`src/ps2_mouse_packet_assembler_defines.svh`:
```
// ----------------------------------------------------------------------------
// PS/2 mouse packet assembler assertion macros
// Shared concurrent assertion forms used at the end of the top level.
// ----------------------------------------------------------------------------
`ifndef PS2_MOUSE_PACKET_ASSEMBLER_DEFINES_SVH
`define PS2_MOUSE_PACKET_ASSEMBLER_DEFINES_SVH

// Same-cycle implication: whenever ante holds, cons holds too.
`define PMA_ASSERT_NOW(lbl, clk, rst, ante, cons, msg) \
   lbl: assert property (@(posedge clk) disable iff (rst) (ante) |-> (cons)) \
      else $error(msg);

// Next-cycle implication: whenever ante holds, cons holds on the following clock.
`define PMA_ASSERT_NEXT(lbl, clk, rst, ante, cons, msg) \
   lbl: assert property (@(posedge clk) disable iff (rst) (ante) |=> (cons)) \
      else $error(msg);

`endif

```
`src/ps2mpa_pkg.sv`:
```
// ----------------------------------------------------------------------------
// PS/2 mouse packet assembler package
// Beat types, packet state type and header/mode codes shared by the block.
// ----------------------------------------------------------------------------
package ps2mpa_pkg;

   // Input beat function codes.
   localparam logic FUNC_BYTE   = 1'b0;
   localparam logic FUNC_RESYNC = 1'b1;

   // Packet mode register codes.
   localparam logic [1:0] MODE_STANDARD    = 2'd0;
   localparam logic [1:0] MODE_WHEEL       = 2'd1;
   localparam logic [1:0] MODE_FIVE_BUTTON = 2'd2;

   // Byte position within a packet.
   localparam logic [1:0] POS_HEADER = 2'd0;
   localparam logic [1:0] POS_X      = 2'd1;
   localparam logic [1:0] POS_Y      = 2'd2;
   localparam logic [1:0] POS_EXTRA  = 2'd3;

   // Header byte fields.
   localparam logic [7:0] HDR_OVERFLOW_MASK   = 8'hC0;  // Y (0x80) and X (0x40) overflow
   localparam logic [7:0] HDR_ALWAYS_ONE_MASK = 8'h08;
   localparam logic [7:0] HDR_MIDDLE_MASK     = 8'h04;
   localparam logic [7:0] HDR_RIGHT_MASK      = 8'h02;
   localparam logic [7:0] HDR_LEFT_MASK       = 8'h01;

   typedef struct packed {
      logic       func;
      logic [7:0] data_byte;
      logic       from_aux;
   } req_type;

   typedef struct packed {
      logic signed [7:0] delta_x;
      logic signed [7:0] delta_y;
      logic              left_button;
      logic              right_button;
      logic              middle_button;
      logic              scroll_up;
      logic              scroll_down;
   } rsp_type;

   // Packet assembly state carried from beat to beat.
   typedef struct packed {
      logic [1:0] position;
      logic [7:0] header;
      logic [7:0] x_byte;
      logic [7:0] y_byte;
   } asm_state_type;

endpackage

```
`src/ps2_mouse_packet_assembler.sv`:
```
// A closing beat passes the input register, then the decoder, into the result register.
// Throughput: one input beat per cycle; input stalls only while a held result is stalled.
// The byte position is a 2-bit register looping through the decoder, as the packet bytes do.
// Synchronous active-high reset clears the position, the mode register (standard
// three-byte mode) and both valid flags; the captured packet bytes are not reset.
// ----------------------------------------------------------------------------
// PS/2 mouse packet assembler
// Builds three- or four-byte PS/2 mouse packets from received bytes and
// emits movement and button reports for packets that did not overflow.
// ----------------------------------------------------------------------------
module ps2_mouse_packet_assembler (
   input  logic                clock,
   input  logic                reset,
   input  logic                req_valid,
   output logic                req_stall,
   input  ps2mpa_pkg::req_type req_data,
   output logic                rsp_valid,
   input  logic                rsp_stall,
   output ps2mpa_pkg::rsp_type rsp_data,
   input  logic                csr_wr_en,
   input  logic [1:0]          csr_wr_data
);
   import ps2mpa_pkg::*;

`include "ps2_mouse_packet_assembler_defines.svh"

   // Mode register. The user must rewrite it only while the block is idle, so the
   // decoder may read it directly; the block itself does not enforce this.
   logic [1:0] mode_ff;

   always_ff @(posedge clock) begin
      if (reset) begin
         mode_ff <= MODE_STANDARD;
      end else if (csr_wr_en) begin
         mode_ff <= csr_wr_data;
      end
   end

   // Input register. A beat sits here until it is decoded and is decoded from
   // here, so the decoder sees registered data; req_stall still follows rsp_stall.
   logic    in_valid_ff;
   logic    in_valid_in;
   req_type in_data_ff;
   logic    step_fire;
   logic    out_free;

   // The result register can take a new beat when it is empty or draining.
   assign out_free  = !rsp_valid || !rsp_stall;
   assign step_fire = in_valid_ff && out_free;
   assign req_stall = in_valid_ff && !out_free;

   always_comb begin
      in_valid_in = in_valid_ff;
      if (req_valid && !req_stall) begin
         in_valid_in = 1'b1;
      end else if (step_fire) begin
         in_valid_in = 1'b0;
      end
   end

   always_ff @(posedge clock) begin
      if (reset) begin
         in_valid_ff <= 1'b0;
      end else begin
         in_valid_ff <= in_valid_in;
      end
   end

   always_ff @(posedge clock) begin
      if (req_valid && !req_stall) begin
         in_data_ff <= req_data;
      end
   end

   // Packet assembly state. Only the position needs a reset; the stored
   // bytes are always written before a packet can complete.
   asm_state_type state_ff;
   asm_state_type state_in;
   logic          result_valid;
   rsp_type       result;

   ps2mpa_decode u_decode (
      .state_cur    (state_ff),
      .req          (in_data_ff),
      .packet_mode  (mode_ff),
      .state_nxt    (state_in),
      .result_valid (result_valid),
      .result       (result)
   );

   always_ff @(posedge clock) begin
      if (reset) begin
         state_ff.position <= POS_HEADER;
      end else if (step_fire) begin
         state_ff.position <= state_in.position;
      end
      if (step_fire) begin
         state_ff.header <= state_in.header;
         state_ff.x_byte <= state_in.x_byte;
         state_ff.y_byte <= state_in.y_byte;
      end
   end

   // Result register. A beat that closes a clean packet lands here and is
   // held until the consumer takes it.
   logic    rsp_valid_ff;
   logic    rsp_valid_in;
   rsp_type rsp_data_ff;

   always_comb begin
      rsp_valid_in = rsp_valid_ff;
      if (step_fire) begin
         rsp_valid_in = result_valid;
      end else if (!rsp_stall) begin
         rsp_valid_in = 1'b0;
      end
   end

   always_ff @(posedge clock) begin
      if (reset) begin
         rsp_valid_ff <= 1'b0;
      end else begin
         rsp_valid_ff <= rsp_valid_in;
      end
   end

   always_ff @(posedge clock) begin
      if (step_fire && result_valid) begin
         rsp_data_ff <= result;
      end
   end

   assign rsp_valid = rsp_valid_ff;
   assign rsp_data  = rsp_data_ff;

   // The input side is held back only while a beat waits to be decoded.
   `PMA_ASSERT_NOW(a_stall_needs_beat, clock, reset, req_stall, in_valid_ff,
      "req_stall raised with no beat in the input register")

   // A clean closing beat always shows up as a result beat.
   `PMA_ASSERT_NEXT(a_result_loaded, clock, reset, step_fire && result_valid, rsp_valid,
      "completed packet did not reach the result register")

   // Standard mode never parks the position on the fourth byte.
   `PMA_ASSERT_NEXT(a_std_no_extra, clock, reset,
      step_fire && (mode_ff == MODE_STANDARD) && (state_ff.position != POS_EXTRA),
      state_ff.position != POS_EXTRA,
      "standard mode advanced to the fourth byte")

   // The position moves only when a beat is decoded.
   `PMA_ASSERT_NEXT(a_pos_hold, clock, reset, !step_fire, $stable(state_ff.position),
      "byte position changed without a decoded beat")

endmodule

```
`src/ps2mpa_decode.sv`:
```
// ----------------------------------------------------------------------------
// PS/2 mouse packet step decoder
// Combinational update of the packet state for one beat, plus the result.
// ----------------------------------------------------------------------------
module ps2mpa_decode (
   input  ps2mpa_pkg::asm_state_type state_cur,
   input  ps2mpa_pkg::req_type       req,
   input  logic [1:0]                packet_mode,
   output ps2mpa_pkg::asm_state_type state_nxt,
   output logic                      result_valid,
   output ps2mpa_pkg::rsp_type       result
);
   import ps2mpa_pkg::*;

   logic       four_byte;
   logic       complete;
   logic [7:0] fourth;
   logic [7:0] y_used;

   assign four_byte = (packet_mode == MODE_WHEEL) || (packet_mode == MODE_FIVE_BUTTON);

   always_comb begin
      state_nxt = state_cur;
      complete  = 1'b0;
      fourth    = 8'h00;
      y_used    = state_cur.y_byte;
      if (req.func == FUNC_RESYNC) begin
         state_nxt.position = POS_HEADER;
      end else if (req.from_aux) begin
         unique case (state_cur.position)
            POS_HEADER: begin
               state_nxt.header   = req.data_byte;
               state_nxt.position = ((req.data_byte & HDR_ALWAYS_ONE_MASK) != 8'h00) ?
                                    POS_X : POS_HEADER;
            end
            POS_X: begin
               state_nxt.x_byte   = req.data_byte;
               state_nxt.position = POS_Y;
            end
            POS_Y: begin
               state_nxt.y_byte   = req.data_byte;
               y_used             = req.data_byte;
               if (four_byte) begin
                  state_nxt.position = POS_EXTRA;
               end else begin
                  state_nxt.position = POS_HEADER;
                  complete           = 1'b1;
               end
            end
            POS_EXTRA: begin
               state_nxt.position = POS_HEADER;
               complete           = 1'b1;
               fourth             = req.data_byte;
            end
            default: begin
               state_nxt.position = POS_HEADER;
            end
         endcase
      end
   end

   // A completed packet with either overflow flag is dropped.
   assign result_valid = complete && ((state_cur.header & HDR_OVERFLOW_MASK) == 8'h00);

   always_comb begin
      result.delta_x       = state_cur.x_byte;
      result.delta_y       = y_used;
      result.left_button   = (state_cur.header & HDR_LEFT_MASK) != 8'h00;
      result.right_button  = (state_cur.header & HDR_RIGHT_MASK) != 8'h00;
      result.middle_button = (state_cur.header & HDR_MIDDLE_MASK) != 8'h00;
      result.scroll_up     = (packet_mode == MODE_WHEEL) && fourth[7];
      result.scroll_down   = (packet_mode == MODE_WHEEL) && !fourth[7] && (fourth != 8'h00);
   end

endmodule
```
`config.mk`:
```
export PLATFORM = sky130hd
export DESIGN_NAME = ps2_mouse_packet_assembler
export DESIGN_NICKNAME = d
export VERILOG_FILES = /design/src/ps2mpa_pkg.sv /design/src/ps2_mouse_packet_assembler.sv /design/src/ps2mpa_decode.sv
export VERILOG_INCLUDE_DIRS = /design/src /design/src/src
export SDC_FILE = /design/constraint.sdc
export NUM_CORES = 1
export LEC_CHECK = 0
export ABC_CLOCK_PERIOD_IN_PS = 4500
export BUFFER_PORTS_ARGS = -buffer_cell sky130_fd_sc_hd__buf_2
export CELL_PAD_IN_SITES_DETAIL_PLACEMENT = 1
export CELL_PAD_IN_SITES_GLOBAL_PLACEMENT = 1
export CORE_UTILIZATION = 30
export DETAILED_ROUTE_END_ITERATION = 12
export GPL_TIMING_DRIVEN = 0
export PLACE_DENSITY = 0.66
export SYNTH_ARGS = -nofsm -noshare
export SYNTH_HDL_FRONTEND = slang
export SYNTH_SLANG_ARGS = --single-unit
```
`constraint.sdc`:
```
create_clock -name clock -period 4.5 [get_ports clock]
set_clock_uncertainty 0.15 [all_clocks]
set_input_delay 0.45 -clock clock [delete_from_list [all_inputs] [get_ports clock]]
set_output_delay 0.45 -clock clock [all_outputs]
set_load 0.005 [all_outputs]
```
==> impl_summary.md <==
Die
The initial utilization of the core area, before any placement, comes to 0.316. Pin placement for this block handled 40 I/O pins. The total number of placement rows is 30. In this run the standard cell core region covers 6910 um2.

The area of the die is 7620 um2. The height of the chip is 87.3 um. The die is 87.3 um wide.

CTS
The buffer levels on the longest clock path is 2. TritonCTS built the clock tree. The H-tree depth reported by CTS is 3. The number of gates resized after CTS is 0.

Clock-pin slew was measured on the worst setup and hold paths at 60 ps. CTS placed an instance of clkbuf_8 at the clock tree root. In this run, post-CTS hold repair placed 0 buffers.

The clock latency of the later-clocked register in the worst-skew pair is 320 ps. The count of buffers added by post-CTS timing repair for setup is 0. The clock buffer count from CTS is 9. The clock net sink count is 58.

Hold path
The terminating pin of the worst hold path is in_data_ff[9]. Counting instances, the worst hold path has a depth of 1. The worst hold path begins at req_data[9]. The worst hold-check path type is primary input to register.

Timing
The number of failing hold endpoints at the final stage is 0. The final critical-path required period is 2520 ps. The actual slew at the worst max-slew pin is 1240 ps. The worst max-slew margin expressed relative to the limit is 0.173.

The fraction of the cycle the final worst path needs is 0.560. Setup repair after global routing left no endpoint under its margin. The final setup slack of the worst path is 1980 ps. The final max-slew violation count is 0.

After routing, the total negative slack on setup checks comes to 0 ps. Timing would allow up to 397 MHz. The setup-violating endpoint count in the final report is 0.

Run status
The flow ran to the end, and the final reports show no timing, DRC or antenna violations.

Critical path
The end of the worst register-to-register path is state_ff[12]. The launch instance of the worst register-to-register path is in_valid_ff. The number of buffers and inverters on the critical path is 0. The gate family responsible for the most delay along the worst path is simple AND/OR/NAND/NOR gates. The worst register-to-register path has a setup slack of 1980 ps. Tracing the worst setup path back leads to its startpoint at in_valid_ff. The highest net fanout along the worst path is 8.

Walking the worst path, the cells encountered are a21boi_0 -> nand2_1 -> nor3b_1. The critical path in this run is classified as register to register. STA classifies the critical path endpoint as a register. The data arrival at the endpoint of the critical path is 2300 ps. The critical path launch point type is a register. For the worst setup path, the data required time is 4280 ps. The path depth of the worst reg2reg path is 3. The slowest stage cell on the critical path is nor3b_1.

In this design, the stage delay of the slowest critical-path cell is 1010 ps.

Routing
The count of antenna-violating nets left after detailed routing is 0. The detailed-router iteration count before antenna repair is 4. The initial DRC count is 64. For this block, the routed nets add up to 3.88 mm of wire.

The DRC violations left is 0. After detailed routing, the number of vias per cell comes to 4.25. The detailed-route wire length per cell is 14.5 um. The count of vias placed by the detailed router is 1140.

Run
The tool flagged a number of max-cap violations equal to 0.

Pwr
The reported leakage power is 0.969 nW. The worst-case IR drop observed on VDD is 0.153 mV. Power spread over the standard cell area amounts to 382 nW/um2.

Global route
The wire length of the first global-routing pass is 6.07 mm. Entering global routing, the biggest net connects 22 pins. After global routing the overflow that remains totals 0. The initial antenna violation count is 0. The global-route usage over all layers is 0.112. The number of global-route vias before repair was 1219.

Synthesis
The netlist uses 28 different library cells. The mapped cell area is 2180 um2. The number of nets in the synthesized netlist is 135. For this run, the register share of the synthesized area comes to 0.771. A synthesized cell averages 18.7 um2. The gate count after technology mapping is 117. The synthesized design contains 58 register bits. Of the post-synthesis cell area, the dominant cell type holds 0.716. Of all cell types, the one taking the most synthesized area is edfxtp_1. Sorting the synthesized cells by area gives the leading types as edfxtp_1 72%, dfxtp_1 5.5%, mux2_4 5.5%. The number of warnings printed during yosys synthesis is 0.

Finish
The number of nets at the end of the flow is 185. The antenna cell count is 0. The final-layout fill cell count is 743. The layout cell share with drive strength beyond 1 is 0.430.

Relative to the synthesized area, the layout overhead comes to 21.5%.

Placement
At the end of routability-driven placement, the weighted congestion stood at 0.767. The half-perimeter wire length after detailed placement is 2.88 mm. Buffers placed on the I/O ports in this run total 39. The worst slack at placement is 1760 ps.
metrics by stage:
stage / util / hold slack [ps] / instance area (um2) / power (W) / cells
after floorplan: - / 250 / 2180 / 0.000630 / 117
after global placement: 0.362 / 254 / 2500 / 0.000645 / 252
after detailed placement: 0.362 / 256 / 2500 / 0.000649 / 252
after CTS: 0.384 / 137 / 2650 / 0.00103 / 268
after global routing: 0.384 / 150 / 2650 / 0.00105 / 268
final: 0.384 / 156 / 2650 / 0.00101 / 268
cell usage in the layout (no fill, tap or decap), types with 2 or more instances in the layout:
cell type / count
o21ai_0: 2
dfxtp_1: 6
nand2_1: 3
mux2i_1: 2
clkbuf_8: 9
buf_6: 4
buf_2: 39
inv_1: 5
mux2_2: 8
clkinv_2: 3
a21oi_1: 2
edfxtp_1: 52
mux2_4: 8
nor3_1: 2
nor2b_1: 2
nor3b_1: 2
nor2_1: 5
clkbuf_1: 3
how the worst max path moves through the flow:
stage               depth (start not counted)           end
global placement                            4  state_ff[12]
detailed placement                          4  state_ff[13]
CTS                                         3  state_ff[12]
floorplan                                   3  state_ff[10]
finish                                      3  state_ff[12]
global route                                3  state_ff[12]
final cells by class:
class	instances	area (um2)	share of cell area
clock inverters	4	18.8	0.00708
repair buffers	39	195	0.0736
inverters	5	18.8	0.00708
clock buffers	12	135	0.0510
well taps	96	120	0.0453
multi-input cells	50	437	0.165
flip-flops and latches	58	1680	0.634
plain buffers	4	45.0	0.0170
report_power, final:
group           total, W  internal [W]  switching, W  leakage [nW]
sequential      0.000610      0.000598     0.0000121         0.521
clock           0.000375      0.000195      0.000179        0.0816
combinational  0.0000272     0.0000134     0.0000138         0.366
synthesized netlist by cell type:
cell type and count:
nand2_1 3, a2111oi_0 1, and3_1 1, mux2_4 8
ha_1 1, a31oi_1 1, nor2b_1 2, o21ai_0 2
a21boi_0 1, mux2_2 8, a31o_2 1, a21oi_1 2
buf_6 4, nor3_1 2, edfxtp_1 52, o21a_1 1
nor2_1 5, mux2i_1 2, a32o_1 1, o2111ai_1 1
nor4_1 1, nand4_1 1, dfxtp_1 6, nor3b_1 2
and2_4 1, inv_1 5, or4_1 1, nor2b_4 1
flip-flops by register name, indices dropped and copies added (netlist names):
| name | cells |
|---|---|
| in_valid_ff | 1 |
| state_ff | 23 |
| rsp_data | 21 |
| rsp_valid | 1 |
| mode_ff | 2 |
| in_data_ff | 10 |
logic make-up (layout without fill, tap and decap cells):
group,count (synthesis),in the layout,synth area share
flip-flops,58,58,0.771
AND/OR/NAND/NOR,20,20,0.0533
multiplexers,18,18,0.106
AO/OA/AOI/OAI,11,11,0.0356
buffers and inverters,9,64,0.0292
adder cells (fa/ha/maj),1,1,0.00573
metal layers:
| metal | global-route usage | vias up | wire [um] |
|---|---|---|---|
| met5 | 0 | - | 0 |
| met4 | 0.0909 | 0 | 134 |
| met3 | 0.0256 | 12 | 190 |
| met2 | 0.184 | 40 | 1950 |
| met1 | 0.124 | 541 | 1610 |
| li1 | - | 547 | - |
(Power assumes the default switching activity.)
